==> src/sv/fir24_pkg.sv <==
// ----------------------------------------------------------------------------
// fir24_pkg
// Shared constants, types and the coefficient table of the 24-tap left-channel
// FIR with bypass mode.
// ----------------------------------------------------------------------------
package fir24_pkg;

  localparam int TAPS_DEF         = 24;
  localparam int SAMPLE_WIDTH_DEF = 16;

  localparam int COEF_W     = 16;
  localparam int COEF_IDX_W = 7;

  typedef enum logic [1:0] {
    MODE_INIT   = 2'd0,
    MODE_FILTER = 2'd1,
    MODE_BYPASS = 2'd2
  } mode_t;

  typedef enum logic [2:0] {
    ST_IDLE = 3'b001,
    ST_MAC  = 3'b010,
    ST_DONE = 3'b100
  } state_t;

  // symmetric low-pass taps; zero past the table
  function automatic logic signed [COEF_W-1:0] coef_at(input logic [COEF_IDX_W-1:0] idx);
    logic signed [COEF_W-1:0] c;
    unique case (idx)
      7'd0, 7'd23:  c = -16'sd39;
      7'd1, 7'd22:  c =  16'sd159;
      7'd2, 7'd21:  c = -16'sd36;
      7'd3, 7'd20:  c = -16'sd337;
      7'd4, 7'd19:  c =  16'sd486;
      7'd5, 7'd18:  c =  16'sd185;
      7'd6, 7'd17:  c = -16'sd1205;
      7'd7, 7'd16:  c =  16'sd947;
      7'd8, 7'd15:  c =  16'sd1413;
      7'd9, 7'd14:  c = -16'sd3745;
      7'd10, 7'd13: c =  16'sd1289;
      7'd11, 7'd12: c =  16'sd17300;
      default:      c =  '0;
    endcase
    return c;
  endfunction

endpackage

==> src/sv/fir_24tap_with_bypass_mode.sv <==
// ----------------------------------------------------------------------------
// fir_24tap_with_bypass_mode
// Left-channel direct-form FIR over a circular delay line held in a RAM,
// with a sticky filter/bypass mode; right channel passes straight through.
//
// Usage:
//   Input channel (in_valid / in_stall) carries one stereo frame per word:
//   left and right samples plus the two button levels. Output channel
//   (out_valid / out_stall) returns one word per frame: left_out, right_out.
//   Every frame is written into the delay-line RAM whatever the mode.
//   Bypass frames go from acceptance through the DONE state to the output register.
//   Filter frames: one RAM read and one multiply per tap through a 3-stage
//   read / multiply / accumulate path, then through DONE to the output register;
//   the shared multiplier and one-read RAM port make the taps go one at a time.
//   One frame is in flight at a time; in_stall is high while it is worked on.
//   The finished word sits in an output register, so the next frame is taken
//   while it waits. A stalled result holds until out_stall drops.
//   Reset clears the per-entry valid bits (delay line reads as zero), sets
//   the mode to MODE_INIT (acts as bypass), clears out_valid. No clearing pass.
// ----------------------------------------------------------------------------
module fir_24tap_with_bypass_mode #(
  parameter int TAPS         = fir24_pkg::TAPS_DEF,
  parameter int SAMPLE_WIDTH = fir24_pkg::SAMPLE_WIDTH_DEF
) (
  input  logic                           clk,
  input  logic                           rst_n,
  input  logic                           in_valid,
  output logic                           in_stall,
  input  logic signed [SAMPLE_WIDTH-1:0] in_left_sample,
  input  logic signed [SAMPLE_WIDTH-1:0] in_right_sample,
  input  logic                           in_filter_button,
  input  logic                           in_bypass_button,
  output logic                           out_valid,
  input  logic                           out_stall,
  output logic signed [SAMPLE_WIDTH-1:0] out_left_out,
  output logic signed [SAMPLE_WIDTH-1:0] out_right_out
);

  localparam int AW     = (TAPS > 1) ? $clog2(TAPS) : 1;
  localparam int PROD_W = SAMPLE_WIDTH + fir24_pkg::COEF_W;
  localparam int SUM_W  = PROD_W + AW;
  localparam int ACC_W  = (SUM_W > 2 * SAMPLE_WIDTH - 1) ? SUM_W : 2 * SAMPLE_WIDTH - 1;
  localparam logic [AW-1:0] LAST = AW'(TAPS - 1);

  fir24_pkg::state_t state_r, state_nxt;
  fir24_pkg::mode_t  mode_r, mode_nxt;

  logic [SAMPLE_WIDTH-1:0] mem [TAPS];
  logic [TAPS-1:0]         vld_r;
  logic [SAMPLE_WIDTH-1:0] mem_q_r;

  logic [AW-1:0] head_r;
  logic [AW-1:0] rd_ptr_r;
  logic [AW-1:0] cnt_r;
  logic          iss_done_r;

  logic          s1_vld_r;
  logic          s1_tap0_r;
  logic          s1_hit_r;
  logic [AW-1:0] s1_idx_r;
  logic          s2_vld_r;

  logic signed [SAMPLE_WIDTH-1:0]       left_r;
  logic signed [SAMPLE_WIDTH-1:0]       right_r;
  logic                                 filt_r;
  logic signed [PROD_W-1:0]             prod_r;
  logic signed [ACC_W-1:0]              acc_r;
  logic signed [SAMPLE_WIDTH-1:0]       tap_val;
  logic signed [fir24_pkg::COEF_W-1:0]  coef_val;

  logic                           out_valid_r;
  logic signed [SAMPLE_WIDTH-1:0] out_left_r;
  logic signed [SAMPLE_WIDTH-1:0] out_right_r;

  logic in_accept;
  logic out_load;
  logic issue;

  assign in_stall  = (state_r != fir24_pkg::ST_IDLE);
  assign in_accept = in_valid && !in_stall;
  assign out_load  = (state_r == fir24_pkg::ST_DONE) && (!out_valid_r || !out_stall);
  assign issue     = (state_r == fir24_pkg::ST_MAC) && !iss_done_r;

  assign out_valid     = out_valid_r;
  assign out_left_out  = out_left_r;
  assign out_right_out = out_right_r;

  always_comb begin
    mode_nxt = mode_r;
    priority if (in_bypass_button) begin
      mode_nxt = fir24_pkg::MODE_BYPASS;
    end else if (in_filter_button) begin
      mode_nxt = fir24_pkg::MODE_FILTER;
    end
  end

  always_comb begin
    state_nxt = state_r;
    unique case (state_r)
      fir24_pkg::ST_IDLE: begin
        if (in_accept) begin
          state_nxt = (mode_nxt == fir24_pkg::MODE_FILTER) ? fir24_pkg::ST_MAC
                                                            : fir24_pkg::ST_DONE;
        end
      end
      fir24_pkg::ST_MAC: begin
        if (iss_done_r && !s1_vld_r && !s2_vld_r) begin
          state_nxt = fir24_pkg::ST_DONE;
        end
      end
      fir24_pkg::ST_DONE: begin
        if (out_load) begin
          state_nxt = fir24_pkg::ST_IDLE;
        end
      end
      default: state_nxt = fir24_pkg::ST_IDLE;
    endcase
  end

  // tap 0 is the word just written: forwarded from left_r
  assign tap_val  = s1_tap0_r ? left_r : (s1_hit_r ? $signed(mem_q_r) : '0);
  assign coef_val = fir24_pkg::coef_at(fir24_pkg::COEF_IDX_W'(s1_idx_r));

  // control
  always_ff @(posedge clk) begin
    if (!rst_n) begin
      state_r     <= fir24_pkg::ST_IDLE;
      mode_r      <= fir24_pkg::MODE_INIT;
      vld_r       <= '0;
      head_r      <= '0;
      iss_done_r  <= 1'b1;
      s1_vld_r    <= 1'b0;
      s2_vld_r    <= 1'b0;
      out_valid_r <= 1'b0;
    end else begin
      state_r  <= state_nxt;
      s1_vld_r <= issue;
      s2_vld_r <= s1_vld_r;
      if (in_accept) begin
        mode_r         <= mode_nxt;
        vld_r[head_r]  <= 1'b1;
        head_r         <= (head_r == LAST) ? '0 : head_r + 1'b1;
        iss_done_r     <= (mode_nxt != fir24_pkg::MODE_FILTER);
      end else if (issue && cnt_r == LAST) begin
        iss_done_r <= 1'b1;
      end
      if (out_load) begin
        out_valid_r <= 1'b1;
      end else if (!out_stall) begin
        out_valid_r <= 1'b0;
      end
    end
  end

  // delay-line RAM, one write and one registered read per cycle
  always_ff @(posedge clk) begin
    if (in_accept) begin
      mem[head_r] <= in_left_sample;
    end
    mem_q_r <= mem[rd_ptr_r];
  end

  // datapath
  always_ff @(posedge clk) begin
    if (in_accept) begin
      left_r   <= in_left_sample;
      right_r  <= in_right_sample;
      filt_r   <= (mode_nxt == fir24_pkg::MODE_FILTER);
      cnt_r    <= '0;
      rd_ptr_r <= (head_r == '0) ? LAST : head_r - 1'b1;
      acc_r    <= '0;
    end else begin
      if (issue) begin
        cnt_r <= cnt_r + 1'b1;
        if (cnt_r != '0) begin
          rd_ptr_r <= (rd_ptr_r == '0) ? LAST : rd_ptr_r - 1'b1;
        end
      end
      if (s2_vld_r) begin
        acc_r <= acc_r + ACC_W'(prod_r);
      end
    end
    s1_tap0_r <= (cnt_r == '0);
    s1_hit_r  <= vld_r[rd_ptr_r];
    s1_idx_r  <= cnt_r;
    prod_r    <= PROD_W'(tap_val) * PROD_W'(coef_val);
    if (out_load) begin
      out_left_r  <= filt_r ? acc_r[2*SAMPLE_WIDTH-2:SAMPLE_WIDTH-1] : left_r;
      out_right_r <= right_r;
    end
  end

endmodule
==> config.mk <==
export PLATFORM = sky130hd
export DESIGN_NAME = fir_24tap_with_bypass_mode
export DESIGN_NICKNAME = d
export VERILOG_FILES = /design/src/sv/fir24_pkg.sv /design/src/sv/fir_24tap_with_bypass_mode.sv
export SDC_FILE = /design/constraint.sdc
export NUM_CORES = 1
export LEC_CHECK = 0
export BUFFER_PORTS_ARGS = -buffer_cell sky130_fd_sc_hd__buf_4
export CORE_ASPECT_RATIO = 1.4
export CORE_MARGIN = 2
export CORE_UTILIZATION = 40
export CTS_BUF_LIST = sky130_fd_sc_hd__clkbuf_2 sky130_fd_sc_hd__clkbuf_4 sky130_fd_sc_hd__clkbuf_8
export DETAILED_ROUTE_END_ITERATION = 7
export PLACE_DENSITY_LB_ADDON = 0.08
export SYNTH_ARGS = -nofsm -noshare
export SYNTH_HDL_FRONTEND = slang
export SYNTH_SLANG_ARGS = --single-unit
==> constraint.sdc <==
create_clock -name clk -period 7 [get_ports clk]
set_clock_uncertainty 0.15 [all_clocks]
set_input_delay 0.7 -clock clk [delete_from_list [all_inputs] [get_ports clk]]
set_output_delay 0.7 -clock clk [all_outputs]
set_load 0.03 [all_outputs]
# After elaboration in Yosys (flattened, before gate mapping)
# Memory sizes are Yosys's and may differ from the RTL's. A register that Yosys moved wholly into a read port is not among the register bits.
# Cells that the tools add are included.
# op_classes
order_cmp	3
mul	1
n_bitwise	1
add_sub_neg	5
n_eq_ne	12
muxes	26
reduce_logical	23
# op_table
cell	n
2-to-1 mux 16 bit	3
adder 37 x 32 -> 37 bit	1
multiplier 16 x 16 -> 32 bit	1
2-to-1 mux 5 bit	6
bitwise OR 24 bit	1
logical NOT 5 bit	3
less-than comparator 5 x 6 -> 1 bit (second input constant)	2
2-to-1 mux 3 bit	4
adder 5 x 1 -> 5 bit (second input constant)	2
equality test 5 bit (second input constant)	2
subtractor 5 x 1 -> 5 bit (second input constant)	2
case mux 3 bit (3 select lines)	1
2-to-1 mux 1 bit	8
logical AND 1 bit	7
logical NOT 1 bit	6
inequality test 2 x 1 -> 1 bit (second input constant)	3
nonzero test 2 bit	3
binary-select mux 1 bit (select 5 bit)	1
demux 1 bit (select 5 bit)	1
greater-or-equal comparator 5 x 1 -> 1 bit (second input constant)	1
nonzero test 5 bit	1
2-to-1 mux 2 bit	2
inequality test 2 bit (second input constant)	2
equality test 3 x 1 -> 1 bit (second input constant)	1
other kinds (7)	7
# word_totals
ff_bits	184
memories	2
ramBits	384
input_bits	38
out_inout_bits	34
word_cells	92
romBits	512
# mem_list
memory	words	word_bits	rd	rd_clocked_by_memory_dff	wr	line	source
(no name shown)	32	16	1	1	0	fir24_pkg.sv:29	unique case (idx)
mem	24	16	1	1	1	fir_24tap_with_bypass_mode.sv:48	logic [SAMPLE_WIDTH-1:0] mem [TAPS];

# Longest topological paths before layout
# logic_depth
ltp_word	6
depth_mapped	29
depth_no_buf	26

# Worst setup path after synthesis
# No wires, ideal clock.
# synth_path
kind	register to register
start	reg s1_hit_r
end	reg prod_r[30]
required_ps	6778
path_buffers	3
arrival_time_ps	6409
slack_ps	369
synth_period_minus_slack_ps	6631
setup_time_ps	72
path_stages_with_launch	26
cell_sequence	dfxtp_1 > nor2b_1 > clkbuf_1 > clkbuf_1 > a22o_1 > clkbuf_1 > nand2_1 > fa_1 > inv_1 > fa_1 > fa_1 > fa_1 > fa_1 > inv_1 > fa_1 > inv_1 > ha_1 > a21o_1 > a21oi_1 > nor2b_1 > or2_2 > and2_1 > o31ai_2 > o21ai_1 > a21oi_1 > xnor2_1
# synth_via
elab_chain_cells	3
# synth_rtl
item	line	source
from (decl)	fir_24tap_with_bypass_mode.sv:59	logic s1_hit_r;
from (signal assigned)	fir_24tap_with_bypass_mode.sv:184	s1_hit_r <= vld_r[rd_ptr_r];
2-to-1 mux 16 bit (2 in a row)	fir_24tap_with_bypass_mode.sv:121	assign tap_val = s1_tap0_r ? left_r : (s1_hit_r ? $signed(mem_q_r) : '0);
multiplier 16 x 16 -> 32 bit	fir_24tap_with_bypass_mode.sv:186	prod_r <= PROD_W'(tap_val) * PROD_W'(coef_val);
to (signal assigned)	fir_24tap_with_bypass_mode.sv:186	
to (decl)	fir_24tap_with_bypass_mode.sv:66	logic signed [PROD_W-1:0] prod_r;
# Every way passes these cells.
# A chain may end at the register's enable or synchronous reset.

# Worst setup path in the final report
# Ends and elaborated chain as after synthesis.

==> results.json <==
{
  "status": "completed",
  "max_stage_delay_ps": 560,
  "drt_wl_total_um": 83700,
  "core_um2": 81600,
  "clock_latency_ps": 710,
  "synth_warnings": 0,
  "required_ps": 7410,
  "postCtsSetupRepairBufs": 0,
  "startpoint": "s1_hit_r",
  "antenna_found_initial": 1,
  "fin_tns_setup_ps": 0,
  "worstSetupEndpoint": "prod_r[30]",
  "slowest_stage": "fa_1",
  "fin_crit_ps": 6680,
  "design_area_um2": 37100,
  "rr_worst_depth": 25,
  "crit_path_end_kind": "flip-flop",
  "grt_max_degree": 82,
  "synth_cells": 2445,
  "drc": 0,
  "crit_fanout": 12,
  "dpl_cell_area_um2": 35000,
  "cts_tree": "done",
  "row_count": 124,
  "startpoint_type": "flip-flop",
  "ys.flop_type": "edfxtp_1",
  "dp.final_hpwl_um": 58300,
  "areaGrowthSynthToFinish_pct": 12.6,
  "fillers": 7482,
  "regToRegSetupSlack_ps": 320,
  "cts_buffer_depth": 3,
  "drive_above_1_share": 0.181,
  "ys_ff_latch": 591,
  "whs_path_depth": 3,
  "netlist_area_um2": 33000,
  "grt_pass1_wl_um": 130000,
  "leakage_nw": 14.7,
  "io_buffers": 71,
  "irDropWorstVdd_mv": 1.17,
  "vias": 19300,
  "p_per_area_nw_per_um2": 528,
  "path_clk_slew_ps": 70,
  "timing.rr.end": "prod_r[30]",
  "nets": 3007,
  "layout_commonest_cell": "edfxtp_1",
  "initialDrtViolationCount": 1027,
  "synth_seq_area_share": 0.497,
  "synth_edf_count": 454,
  "worst_pin_slew_ps": 1060,
  "synth_cell_types": 75,
  "slew_headroom": 0.286,
  "ant_nets": 0,
  "cts.sinks": 591,
  "place_congestion": 0.855,
  "die_w_um": 247,
  "syn_nets": 2861,
  "setup_viol": 0,
  "root_buffer": "clkbuf_8",
  "fmax_mhz": 150,
  "cap_violations": 0,
  "via_per_inst": 5.17,
  "overflow": 0,
  "track_usage": 0.206,
  "wl_per_cell_um": 22.5,
  "post-route-util": 0.455,
  "drv_slew": 0,
  "reg2reg_from": "s1_hit_r",
  "hold_viol_final": 0,
  "rsz0062_at_grt": "no",
  "path_common_cell": "fa_1",
  "avgSynthCellArea_um2": 13.5,
  "ios": 72,
  "dieArea_um2": 84700,
  "worstHoldStart": "in_filter_button",
  "cts.htree.levels": 3,
  "arrival_ps": 7090,
  "initial_core_util": 0.404,
  "drtPass1Iterations": 5,
  "async_flop_share": 0,
  "final_cell_mix": "edfxtp_1 (454), inv_1 (339), fa_1 (256), nand2_1 (179), dfxtp_1 (136)",
  "die_y_um": 344,
  "cts_buffers": 95,
  "worstSetupPathType": "flip-flop to flip-flop",
  "grt_pass1_vias": 21300,
  "hold_path_class": "input pin to flip-flop",
  "post-route-period-util": 0.955
}
-- cells in the mapped netlist, types with 41 or more instances --
cell,n,area (um^2)
xnor2_1,57,499
edfxtp_1,454,13600
dfxtp_1,137,2740
mux2i_1,41,410
a21oi_1,69,345
and2_1,108,676
mux4_2,119,2680
fa_1,257,5140
nand2_1,179,672
nor2_1,134,503
clkbuf_1,71,267
ha_1,121,1510
inv_1,340,1280
-- layer usage --
layer | up-vias | global-route usage | routed length [um]
met3 | 168 | 0.0293 | 3010
met5 | - | 0 | 0
met2 | 400 | 0.383 | 45600
met1 | 9983 | 0.239 | 32200
li1 | 8734 | - | -
met4 | 0 | 0.0766 | 2910
-- stage by stage --
stage / hold slack [ps] / power, W / setup slack, ps / cells
final: 136 / 0.0196 / 316 / 3729
after global routing: 115 / 0.0214 / 11.2 / 3729
after CTS: 76.2 / 0.0198 / 144 / 3728
after detailed placement: 256 / 0.0166 / 57.3 / 3549
after global placement: 251 / 0.0166 / 138 / 3549
after floorplan: 250 / 0.0131 / 369 / 2445
-- flip-flops by register name, summed over array words and instances, names as in the netlist, 14 cells and up --
register and cells:
mem 384, acc_r 31, prod_r 31, vld_r 24, left_r 16, mem_q_r 16, out_left_out 16, out_right_out 16
right_r 16, coef_val 14
-- critical path: cells and delay by family, from the launching register on --
kind,cells,cell delay [ps]
fa+ha+maj,7,3310
compound gates,8,1620
buf+inv,6,530
xor+xnor,1,80
flops,1,310
simple gates,3,530
-- cell families (layout without fill, tap and decap cells) --
family	Yosys count	in the layout	share of synthesized area
AO/OA/AOI/OAI	267	267	0.0560
XOR/XNOR	79	79	0.0210
adder cells (fa/ha/maj)	378	378	0.202
buffers and inverters	443	655	0.0518
flip-flops	591	591	0.497
multiplexers	177	177	0.0996
other	0	1	0
AND/OR/NAND/NOR	510	510	0.0725
-- report_power, final --
group | leakage, nW | switching, W | total (W) | internal [W]
combinational | 8.48 | 0.00708 | 0.0124 | 0.00528
sequential | 5.23 | 0.0000978 | 0.00425 | 0.00415
clock | 0.991 | 0.00138 | 0.00300 | 0.00162
-- how the worst min path moves through the flow --
stage                        to  slack, ps
6_report              mode_r[0]        140
2_1_floorplan  out_right_out[0]        250
4_1_cts               mode_r[0]         80
3_5_place_dp   out_right_out[0]        260
5_1_grt               mode_r[0]        110
3_3_place_gp   out_right_out[0]        250
-- layout make-up --
class | instances | area [um^2] | share of cell area
clock inverters | 34 | 288 | 0.00776
diodes | 1 | 2.50 | 0.0000674
well taps | 1071 | 1340 | 0.0361
clock buffers | 129 | 1590 | 0.0428
repair buffers | 150 | 1220 | 0.0328
inverters | 342 | 1280 | 0.0346
multi-input cells | 1411 | 15000 | 0.405
flip-flops and latches | 591 | 16400 | 0.441
-- repair_timing --
item,CTS,global route
hold buffers,16,0
hold endpoints to repair,16,0
gates resized for setup,1,10
endpoints found under the setup margin,1,4
(Power assumes the default switching activity.)
